## config.mk

```make
export PLATFORM = sky130hd
export DESIGN_NAME = linear_probe_hash_table_top_flat
export DESIGN_NICKNAME = d
export VERILOG_FILES = /design/src/design/lpht_pkg.sv /design/src/design/lpht_if.sv /design/src/design/lpht_ram.sv /design/src/design/lpht_ctrl.sv /design/src/design/linear_probe_hash_table_top.sv /design/src/flat_wrapper.sv
export SDC_FILE = /design/constraint.sdc
export NUM_CORES = 2
export LEC_CHECK = 0
export ABC_AREA = 1
export BUFFER_PORTS_ARGS = -buffer_cell sky130_fd_sc_hd__buf_4
export CORE_MARGIN = 10
export CORE_UTILIZATION = 49
export CTS_BUF_LIST = sky130_fd_sc_hd__clkbuf_16
export CTS_CLUSTER_DIAMETER = 100
export DETAILED_ROUTE_END_ITERATION = 10
export GPL_ROUTABILITY_DRIVEN = 0
export PLACE_DENSITY_LB_ADDON = 0.05
export SYNTH_ARGS = -nofsm -noshare
export SYNTH_HDL_FRONTEND = slang
export SYNTH_HIERARCHICAL = 1
export SYNTH_SLANG_ARGS = --single-unit
```

## constraint.sdc

```tcl
create_clock -name clk -period 8.8 [get_ports clk]
set_input_delay 0.44 -clock clk [delete_from_list [all_inputs] [get_ports clk]]
set_output_delay 0.44 -clock clk [all_outputs]
set_load 0.02 [all_outputs]
```

## src/design/lpht_pkg.sv

```systemverilog
package lpht_pkg;

  localparam int TABLE_SIZE = 32;
  localparam int IDX_W      = (TABLE_SIZE > 1) ? $clog2(TABLE_SIZE) : 1;
  localparam int KEY_W      = 31;
  localparam int VAL_W      = 32;
  localparam int SLOT_W     = 5;

  typedef enum logic [1:0] {
    OP_SEARCH = 2'd0,
    OP_INSERT = 2'd1,
    OP_DELETE = 2'd2
  } op_t;

  typedef enum logic [1:0] {
    ST_OK   = 2'd0,
    ST_MISS = 2'd1,
    ST_FULL = 2'd2
  } status_t;

  typedef enum logic [1:0] {
    MARK_EMPTY = 2'd0,
    MARK_USED  = 2'd1,
    MARK_TOMB  = 2'd2
  } mark_t;

  typedef enum logic {
    S_IDLE,
    S_PROBE
  } state_t;

  typedef struct packed {
    mark_t             mark;
    logic [KEY_W-1:0]  key;
    logic [VAL_W-1:0]  value;
  } slot_t;

  localparam int SLOT_BITS = $bits(slot_t);

endpackage

```

## src/design/lpht_if.sv

```systemverilog
interface lpht_in_if import lpht_pkg::*; ();
  logic                    valid;
  logic                    ready;
  logic [1:0]              operation;
  logic [KEY_W-1:0]        lookup_key;
  logic signed [VAL_W-1:0] entry_value;

  modport source (output valid, output operation, output lookup_key, output entry_value,
                  input ready);
  modport sink   (input valid, input operation, input lookup_key, input entry_value,
                  output ready);
endinterface

interface lpht_out_if import lpht_pkg::*; ();
  logic                    valid;
  logic                    ready;
  logic [1:0]              status;
  logic [KEY_W-1:0]        found_key;
  logic signed [VAL_W-1:0] found_value;
  logic [SLOT_W-1:0]       slot_index;

  modport source (output valid, output status, output found_key, output found_value,
                  output slot_index, input ready);
  modport sink   (input valid, input status, input found_key, input found_value,
                  input slot_index, output ready);
endinterface

```

## src/design/lpht_ram.sv

```systemverilog
module lpht_ram #(
  parameter int DEPTH = 32,
  parameter int WIDTH = 8,
  localparam int AW   = (DEPTH > 1) ? $clog2(DEPTH) : 1
) (
  input  logic             clk,
  input  logic             we,
  input  logic [AW-1:0]    waddr,
  input  logic [WIDTH-1:0] wdata,
  input  logic             re,
  input  logic [AW-1:0]    raddr,
  output logic [WIDTH-1:0] rdata
);

  logic [WIDTH-1:0] mem [DEPTH];
  logic [WIDTH-1:0] rdata_r;

  always_ff @(posedge clk) begin
    if (we) begin
      mem[waddr] <= wdata;
    end
  end

  // hold the last read word while no read is issued
  always_ff @(posedge clk) begin
    if (re) begin
      rdata_r <= mem[raddr];
    end
  end

  assign rdata = rdata_r;

endmodule

```

## src/design/lpht_ctrl.sv

```systemverilog
module lpht_ctrl import lpht_pkg::*; (
  input  logic                 clk,
  input  logic                 rst_n,
  lpht_in_if.sink              in_chan,
  lpht_out_if.source           out_chan,
  output logic                 ram_we,
  output logic [IDX_W-1:0]     ram_waddr,
  output slot_t                ram_wdata,
  output logic                 ram_re,
  output logic [IDX_W-1:0]     ram_raddr,
  input  slot_t                ram_rdata
);

  state_t                  state_r, state_nxt;
  op_t                     op_r;
  logic [KEY_W-1:0]        key_r;
  logic [VAL_W-1:0]        val_r;
  logic [IDX_W-1:0]        idx_r, idx_nxt;
  logic [IDX_W-1:0]        cnt_r, cnt_nxt;
  logic [TABLE_SIZE-1:0]   vld_r;
  logic                    rd_vld_r;

  logic                    out_valid_r;
  status_t                 out_status_r;
  logic [KEY_W-1:0]        out_key_r;
  logic [VAL_W-1:0]        out_val_r;
  logic [SLOT_W-1:0]       out_slot_r;

  logic                    accept;
  logic                    out_free;
  logic                    finish;
  logic                    advance;
  logic                    wr_slot;
  mark_t                   wr_mark;
  status_t                 res_status;
  logic                    res_hit;
  mark_t                   rd_mark;
  logic                    last;
  logic [IDX_W-1:0]        idx_inc;
  logic [IDX_W-1:0]        home;

  assign home     = IDX_W'(in_chan.lookup_key % TABLE_SIZE);
  assign accept   = in_chan.valid && in_chan.ready;
  assign out_free = !out_valid_r || out_chan.ready;
  // a slot never written reads as empty
  assign rd_mark  = rd_vld_r ? ram_rdata.mark : MARK_EMPTY;
  assign last     = (cnt_r == IDX_W'(TABLE_SIZE - 1));
  assign idx_inc  = (idx_r == IDX_W'(TABLE_SIZE - 1)) ? '0 : idx_r + 1'b1;

  // probe decision on the slot just read
  always_comb begin
    finish     = 1'b0;
    advance    = 1'b0;
    wr_slot    = 1'b0;
    wr_mark    = MARK_USED;
    res_status = ST_MISS;
    res_hit    = 1'b0;
    case (op_r)
      OP_SEARCH, OP_DELETE: begin
        if (rd_mark == MARK_EMPTY) begin
          finish = 1'b1;
        end else if (rd_mark == MARK_USED && ram_rdata.key == key_r) begin
          finish     = 1'b1;
          res_status = ST_OK;
          res_hit    = 1'b1;
          wr_slot    = (op_r == OP_DELETE);
          wr_mark    = MARK_TOMB;
        end else if (last) begin
          finish = 1'b1;
        end else begin
          advance = 1'b1;
        end
      end
      OP_INSERT: begin
        if (rd_mark != MARK_USED) begin
          finish     = 1'b1;
          res_status = ST_OK;
          wr_slot    = 1'b1;
          wr_mark    = MARK_USED;
        end else if (last) begin
          finish     = 1'b1;
          res_status = ST_FULL;
        end else begin
          advance = 1'b1;
        end
      end
      default: begin
        finish = 1'b1;
      end
    endcase
  end

  always_comb begin
    state_nxt  = state_r;
    idx_nxt    = idx_r;
    cnt_nxt    = cnt_r;
    ram_re     = 1'b0;
    ram_raddr  = idx_r;
    ram_we     = 1'b0;
    in_chan.ready = 1'b0;
    case (state_r)
      S_IDLE: begin
        in_chan.ready = 1'b1;
        if (in_chan.valid) begin
          ram_re    = 1'b1;
          ram_raddr = home;
          idx_nxt   = home;
          cnt_nxt   = '0;
          state_nxt = S_PROBE;
        end
      end
      S_PROBE: begin
        if (advance) begin
          ram_re    = 1'b1;
          ram_raddr = idx_inc;
          idx_nxt   = idx_inc;
          cnt_nxt   = cnt_r + 1'b1;
        end else if (finish && out_free) begin
          ram_we    = wr_slot;
          state_nxt = S_IDLE;
        end
      end
      default: begin
        state_nxt = S_IDLE;
      end
    endcase
  end

  assign ram_waddr       = idx_r;
  assign ram_wdata.mark  = wr_mark;
  // a delete keeps key and value, an insert writes the new pair
  assign ram_wdata.key   = (op_r == OP_INSERT) ? key_r : ram_rdata.key;
  assign ram_wdata.value = (op_r == OP_INSERT) ? val_r : ram_rdata.value;

  always_ff @(posedge clk) begin
    if (!rst_n) begin
      state_r     <= S_IDLE;
      vld_r       <= '0;
      out_valid_r <= 1'b0;
    end else begin
      state_r <= state_nxt;
      if (ram_we) begin
        vld_r[ram_waddr] <= 1'b1;
      end
      if (state_r == S_PROBE && finish && out_free) begin
        out_valid_r <= 1'b1;
      end else if (out_chan.ready) begin
        out_valid_r <= 1'b0;
      end
    end
  end

  always_ff @(posedge clk) begin
    idx_r <= idx_nxt;
    cnt_r <= cnt_nxt;
    if (accept) begin
      op_r  <= op_t'(in_chan.operation);
      key_r <= in_chan.lookup_key;
      val_r <= in_chan.entry_value;
    end
    if (ram_re) begin
      rd_vld_r <= vld_r[ram_raddr];
    end
    if (state_r == S_PROBE && finish && out_free) begin
      out_status_r <= res_status;
      out_key_r    <= res_hit ? ram_rdata.key : '0;
      out_val_r    <= res_hit ? ram_rdata.value : '0;
      out_slot_r   <= (res_status == ST_OK) ? SLOT_W'(idx_r) : '0;
    end
  end

  assign out_chan.valid       = out_valid_r;
  assign out_chan.status      = out_status_r;
  assign out_chan.found_key   = out_key_r;
  assign out_chan.found_value = out_val_r;
  assign out_chan.slot_index  = out_slot_r;

endmodule

```

## src/design/linear_probe_hash_table_top.sv

```systemverilog
// Open-addressing hash table, linear probing, TABLE_SIZE (32) slots held in one
// synchronous RAM of {mark, key, value} words plus a per-slot written flag in flops,
// so reset leaves every slot empty with no clearing pass. One transaction is worked
// at a time: the accept cycle reads the home slot (key mod TABLE_SIZE) and each
// further cycle checks one slot while reading the next, as set by the single RAM
// read port; an item probes 1 to TABLE_SIZE slots, and its last slot waits while an
// untaken result holds the output register. The result then sits in that register;
// the next item is taken the cycle after, even while that result waits.
// Status: 0 done or found, 1 not found (also for operation code 3), 2 table full.
module linear_probe_hash_table_top import lpht_pkg::*; (
  input  logic       clk,
  input  logic       rst_n,
  lpht_in_if.sink    in_chan,
  lpht_out_if.source out_chan
);

  logic             ram_we;
  logic [IDX_W-1:0] ram_waddr;
  slot_t            ram_wdata;
  logic             ram_re;
  logic [IDX_W-1:0] ram_raddr;
  slot_t            ram_rdata;

  lpht_ctrl u_ctrl (
    .clk       (clk),
    .rst_n     (rst_n),
    .in_chan   (in_chan),
    .out_chan  (out_chan),
    .ram_we    (ram_we),
    .ram_waddr (ram_waddr),
    .ram_wdata (ram_wdata),
    .ram_re    (ram_re),
    .ram_raddr (ram_raddr),
    .ram_rdata (ram_rdata)
  );

  lpht_ram #(
    .DEPTH (TABLE_SIZE),
    .WIDTH (SLOT_BITS)
  ) u_ram (
    .clk   (clk),
    .we    (ram_we),
    .waddr (ram_waddr),
    .wdata (ram_wdata),
    .re    (ram_re),
    .raddr (ram_raddr),
    .rdata (ram_rdata)
  );

endmodule

```

## src/flat_wrapper.sv

```systemverilog
// flat-port wrapper written by rule: the top's interface ports become plain ports
module linear_probe_hash_table_top_flat import lpht_pkg::*;
  (clk, rst_n, in_chan_valid, in_chan_operation, in_chan_lookup_key, in_chan_entry_value, in_chan_ready, out_chan_valid, out_chan_status, out_chan_found_key, out_chan_found_value, out_chan_slot_index, out_chan_ready);
  lpht_in_if in_chan_i ();
  lpht_out_if out_chan_i ();
  input  logic clk;
  input  logic rst_n;
  input wire logic [$bits(in_chan_i.valid)-1:0] in_chan_valid;
  input wire logic [$bits(in_chan_i.operation)-1:0] in_chan_operation;
  input wire logic [$bits(in_chan_i.lookup_key)-1:0] in_chan_lookup_key;
  input wire logic [$bits(in_chan_i.entry_value)-1:0] in_chan_entry_value;
  output wire logic [$bits(in_chan_i.ready)-1:0] in_chan_ready;
  output wire logic [$bits(out_chan_i.valid)-1:0] out_chan_valid;
  output wire logic [$bits(out_chan_i.status)-1:0] out_chan_status;
  output wire logic [$bits(out_chan_i.found_key)-1:0] out_chan_found_key;
  output wire logic [$bits(out_chan_i.found_value)-1:0] out_chan_found_value;
  output wire logic [$bits(out_chan_i.slot_index)-1:0] out_chan_slot_index;
  input wire logic [$bits(out_chan_i.ready)-1:0] out_chan_ready;
  assign in_chan_i.valid = in_chan_valid;
  assign in_chan_i.operation = in_chan_operation;
  assign in_chan_i.lookup_key = in_chan_lookup_key;
  assign in_chan_i.entry_value = in_chan_entry_value;
  assign in_chan_ready = in_chan_i.ready;
  assign out_chan_valid = out_chan_i.valid;
  assign out_chan_status = out_chan_i.status;
  assign out_chan_found_key = out_chan_i.found_key;
  assign out_chan_found_value = out_chan_i.found_value;
  assign out_chan_slot_index = out_chan_i.slot_index;
  assign out_chan_i.ready = out_chan_ready;
  linear_probe_hash_table_top u_core (.clk(clk), .rst_n(rst_n), .in_chan(in_chan_i), .out_chan(out_chan_i));
endmodule
```

==> Flow_metrics.wiki <==
{| class="wikitable"
! Metric !! Value
|-
| Most common cell after layout, fill and taps aside || nand2_1
|-
| Total Die Area || 208000 um^2
|-
| Largest net degree at the start of global routing || 176
|-
| Die extent in y || 456 um
|-
| Tmin final || 6.22 ns
|-
| Wire length of the first global-routing pass || 406000 um
|-
| Leak pwr || 37.7 nW
|-
| Overall routed net length || 278000 um
|-
| Worst r2r dst || u_core/u_ram/mem[15][52]
|-
| Logic depth of the worst register-to-register path || 16
|-
| Syn Area/Cell || roughly 12 um^2
|-
| Most numerous cell on the critical path || nand2_1
|-
| Crit-path max FO || 34
|-
| Longest Clk Path Bufs || 3
|-
| Period Utilization, post-route || 70.7%
|-
| Seq cells post-synth || 2325
|-
| Max-slew violation count || 0
|-
| Register-to-Register Setup Slack || about 2.6 ns
|-
| Average wire per cell in the routed design || 26.3 um
|-
| Worst Tran Pin Value || between 1 and 1.5 ns
|-
| Slowest Stage Delay on Critical Path || around 1.1 ns
|-
| Maximum vdd ir drop || 0.179 mV
|-
| Cell chosen for the clock root || clkbuf_16
|-
| Total power consumption of the routed design || between 20 and 30 mW
|-
| Signed area change from the synthesized netlist to the final layout || 12.5%
|-
| Power density normalized to cell area || 273 nW/um^2
|-
| Clock power frac || ~33%
|-
| Die Wd || 456 um
|-
| Critical path type || flop to flop
|-
| Initial antenna violation count || 1
|-
| Max-slew headroom at the worst pin || about 16%
|-
| Std-Cell Core Area || 190000 um^2
|-
| Switching power || 8.89 mW
|-
| Number of distinct library cells after synthesis || 34
|-
| Clock skew || 0.0409 ns
|-
| H-tree lvl count || 4
|-
| Maximum operating frequency || 161 MHz
|-
| Top flip-flop cell by instance count after synthesis || edfxtp_1
|-
| Result of the run || complete, no violations
|-
| Top-level I/O count || 141
|-
| Overall track demand over capacity in global routing || 26.0%
|-
| Via count of the routed design || ~61000
|-
| Routed Antenna Nets || 0
|-
| Number of buffers inserted to repair setup after CTS || 0
|-
| Portion of netlist area occupied by mux cells || 0%
|-
| Initial drt markers || 6607
|-
| First-pass detailed-route iteration total || 6
|-
| Largest family of logic cells by synthesized area || simple AND/OR/NAND/NOR gates
|-
| Async S/R FF share, synth || 0%
|-
| Crit path arrival time || a little under 7 ns
|-
| Site Rows || between 150 and 200
|-
| Initial standard-cell utilization of the core || 49.2%
|-
| Fraction of the mapped netlist area in simple logic gates || between 20% and 30%
|-
| RSZ-0062 raised after global routing || false
|-
| Drc violations || 0
|-
| Final #Nets || 7910
|-
| Accumulated negative setup slack || 0 ns
|-
| Worst R2R Start || u_core/u_ram/rdata[33]
|-
| Most frequent cells in the layout || nand2_1 (2555), edfxtp_1 (2286), nand3_1 (1904), buf_4 (266), clkbuf_16 (240)
|-
| Via count normalized by instance count || around 5.7
|-
| Number of enable flip-flop cells after synthesis || 2286
|-
| Fill count || 16000
|-
| Post-Syn Area || 93400 um^2
|-
| Worst endpoint required time || 9.32 ns
|-
| Number of maximum-capacitance violations || 0
|-
| Power share of the sequential group || 46.0%
|-
| Total grt overflow || 0
|-
| Post-synthesis adder-cell area fraction || 0.0938%
|-
| End point of the critical path || u_core/u_ram/mem[15][52]
|-
| Clock-pin transition on the worst setup and hold timing paths || 0.07 ns
|-
| Type of origin of the critical path || flop
|-
| Internal power || 19.8 mW
|-
| Number of sinks driven by the clock tree || 2325
|-
| Type of destination of the critical path || flop
|-
| Cell type of the slowest stage on the worst timing path || nor2_4
|-
| Worst min-delay path class || primary input to flop
|-
| Xor and xnor fraction of the mapped netlist area || less than 1%
|-
| Mapped Nets || between 7000 and 8000
|-
| Combinational fraction of design power || 21.0%
|-
| IO buf count || 140
|-
| Cells along the critical path || xnor2_1 > nand2_1 > nor2_1 > nand2_1 > nor2_1 > nand2_1 > nand2_2 > nand2_4 > nor2_1 > nand2_1 > inv_4 > nand2_1 > inv_2 > nand3_1 > nor2_4 > buf_4
|-
| Compound-cell area share of the yosys netlist || less than 1%
|-
| Syn. warnings || 6
|-
| Register area share after synthesis || 74.4%
|-
| Total count of hold-check failures in the final report || 0
|-
| Worst setup path startpoint || u_core/u_ram/rdata[33]
|-
| Number of instances resized during post-cts repair || 0
|-
| Fraction of final layout cells sized beyond drive strength 1 || 8.85%
|-
| Number of global-route vias before repair || 57800
|-
| TritonCTS buffer count || 236
|-
| Clock latency at the later pin of the worst-skew pair || 0.88 ns
|-
| Total half-perimeter wirelength after legalization and detailed placement || 142000 um
|-
| Post-Synthesis Cells || 7707
|-
| Final setup viols || 0
|-
| Fraction of power spent switching nets || 31.0%
|-
| TritonCTS clock tree || yes
|}
==> registers in the layout, indices dropped and copies added, names as in the netlist, 31 cells and up <==
name,count
u_core/u_ctrl/val_r,32
u_core/u_ctrl/key_r,31
u_core/u_ram/rdata,65
u_core/u_ram/mem,2080
u_core/u_ctrl/out_chan.found_value,32
u_core/u_ctrl/vld_r,32
u_core/u_ctrl/out_chan.found_key,31
==> layout make-up <==
class / instances / area, um^2 / area share [%]
well taps: 2511 / 3140 / 2.99
flip-flops and latches: 2325 / 69400 / 66.1
multi-input cells: 4761 / 21200 / 20.2
clock buffers: 240 / 6010 / 5.72
repair buffers: 372 / 3440 / 3.27
inverters: 138 / 579 / 0.551
clock inverters: 198 / 1270 / 1.21
diodes: 1 / 2.50 / 0.00238
==> kinds of logic after synthesis <==
kind of cell / after synthesis
AO/OA/AOI/OAI: 114
XOR/XNOR: 27
adder cells (fa/ha/maj): 7
buffers and inverters: 621
flip-flops: 2325
AND/OR/NAND/NOR: 4613
==> worst max-delay path, delay by kind of cell (launching register included) <==
family	cells	cell delay, ns
AND/OR/NAND/NOR	12	3.36
flip-flops	1	0.42
buffers and inverters	3	1.40
XOR/XNOR	1	0.66
==> worst min path at each step <==
| stage | cells after the start | slack [ns] | from | to |
|---|---|---|---|---|
| floorplan | 2 | 0.44 | u_core/u_ctrl/vld_r[0] | u_core/u_ctrl/vld_r[0] |
| global placement | 2 | 0.44 | u_core/u_ctrl/vld_r[0] | u_core/u_ctrl/vld_r[0] |
| detailed placement | 2 | 0.45 | u_core/u_ctrl/vld_r[30] | u_core/u_ctrl/vld_r[30] |
| CTS | 6 | 0.09 | out_chan_ready | u_core/u_ctrl/state_r |
| finish | 6 | 0.12 | out_chan_ready | u_core/u_ctrl/state_r |
| global route | 6 | 0.17 | out_chan_ready | u_core/u_ctrl/state_r |
==> power groups by stage <==
stage	Sequential [mW]	Clock (mW)	Combinational, mW
6_report	13.2	9.46	6.03
2_1_floorplan	13.5	0	3.77
5_1_grt	13.2	10.0	6.58
4_1_cts	13.2	9.61	6.04
3_3_place_gp	13.4	0	5.98
3_5_place_dp	13.4	0	6.00
==> repair_timing <==
item	4_1_cts	5_1_grt
setup endpoints to repair	0	0
hold endpoints to repair	67	0
hold buffers	68	0
==> synthesized netlist by cell type, types with 2 or more instances <==
library cell | n | share of area [%]
edfxtp_1 | 2286 | 74
or2_2 | 2 | 0.013
nand3_1 | 1904 | 10
ha_1 | 7 | 0.094
buf_4 | 62 | 0.50
nand4_1 | 7 | 0.047
xnor2_1 | 26 | 0.24
nor3_1 | 11 | 0.059
dfxtp_1 | 39 | 0.84
nand2_2 | 3 | 0.020
inv_2 | 8 | 0.032
buf_1 | 58 | 0.23
buf_6 | 46 | 0.55
clkbuf_1 | 82 | 0.33
inv_1 | 129 | 0.52
buf_8 | 3 | 0.048
a21oi_1 | 34 | 0.18
o21ai_1 | 2 | 0.011
nor2_2 | 2 | 0.013
o21ai_0 | 71 | 0.38
o211ai_1 | 3 | 0.024
buf_2 | 232 | 1.2
nand2_1 | 2557 | 10
nand2_4 | 2 | 0.024
nor2_1 | 122 | 0.49
==> per-layer routing <==
| metal | up-vias | GRT usage (%) | routed length (um) |
|---|---|---|---|
| li1 | 27400 | - | - |
| met1 | 30300 | 37.1 | 120000 |
| met2 | 2417 | 41.9 | 132000 |
| met3 | 439 | 3.14 | 18100 |
| met4 | 0 | 7.60 | 8210 |
| met5 | - | 0 | 0 |
==> metrics by stage <==
step / setup slack (ns) / util, % / instance area (um^2) / std cells / hold slack [ns]
global route: 2.38 / 55.3 / 105000 / 10500 / 0.169
CTS: 2.59 / 55.3 / 105000 / 10500 / 0.0919
finish: 2.58 / 55.3 / 105000 / 10500 / 0.123
floorplan: 2.69 / - / 93400 / 7707 / 0.436
detailed placement: 2.61 / 51.2 / 97100 / 10000 / 0.448
global placement: 2.58 / 51.1 / 97100 / 10000 / 0.443
Note: power is estimated with default switching activity, not from simulation.
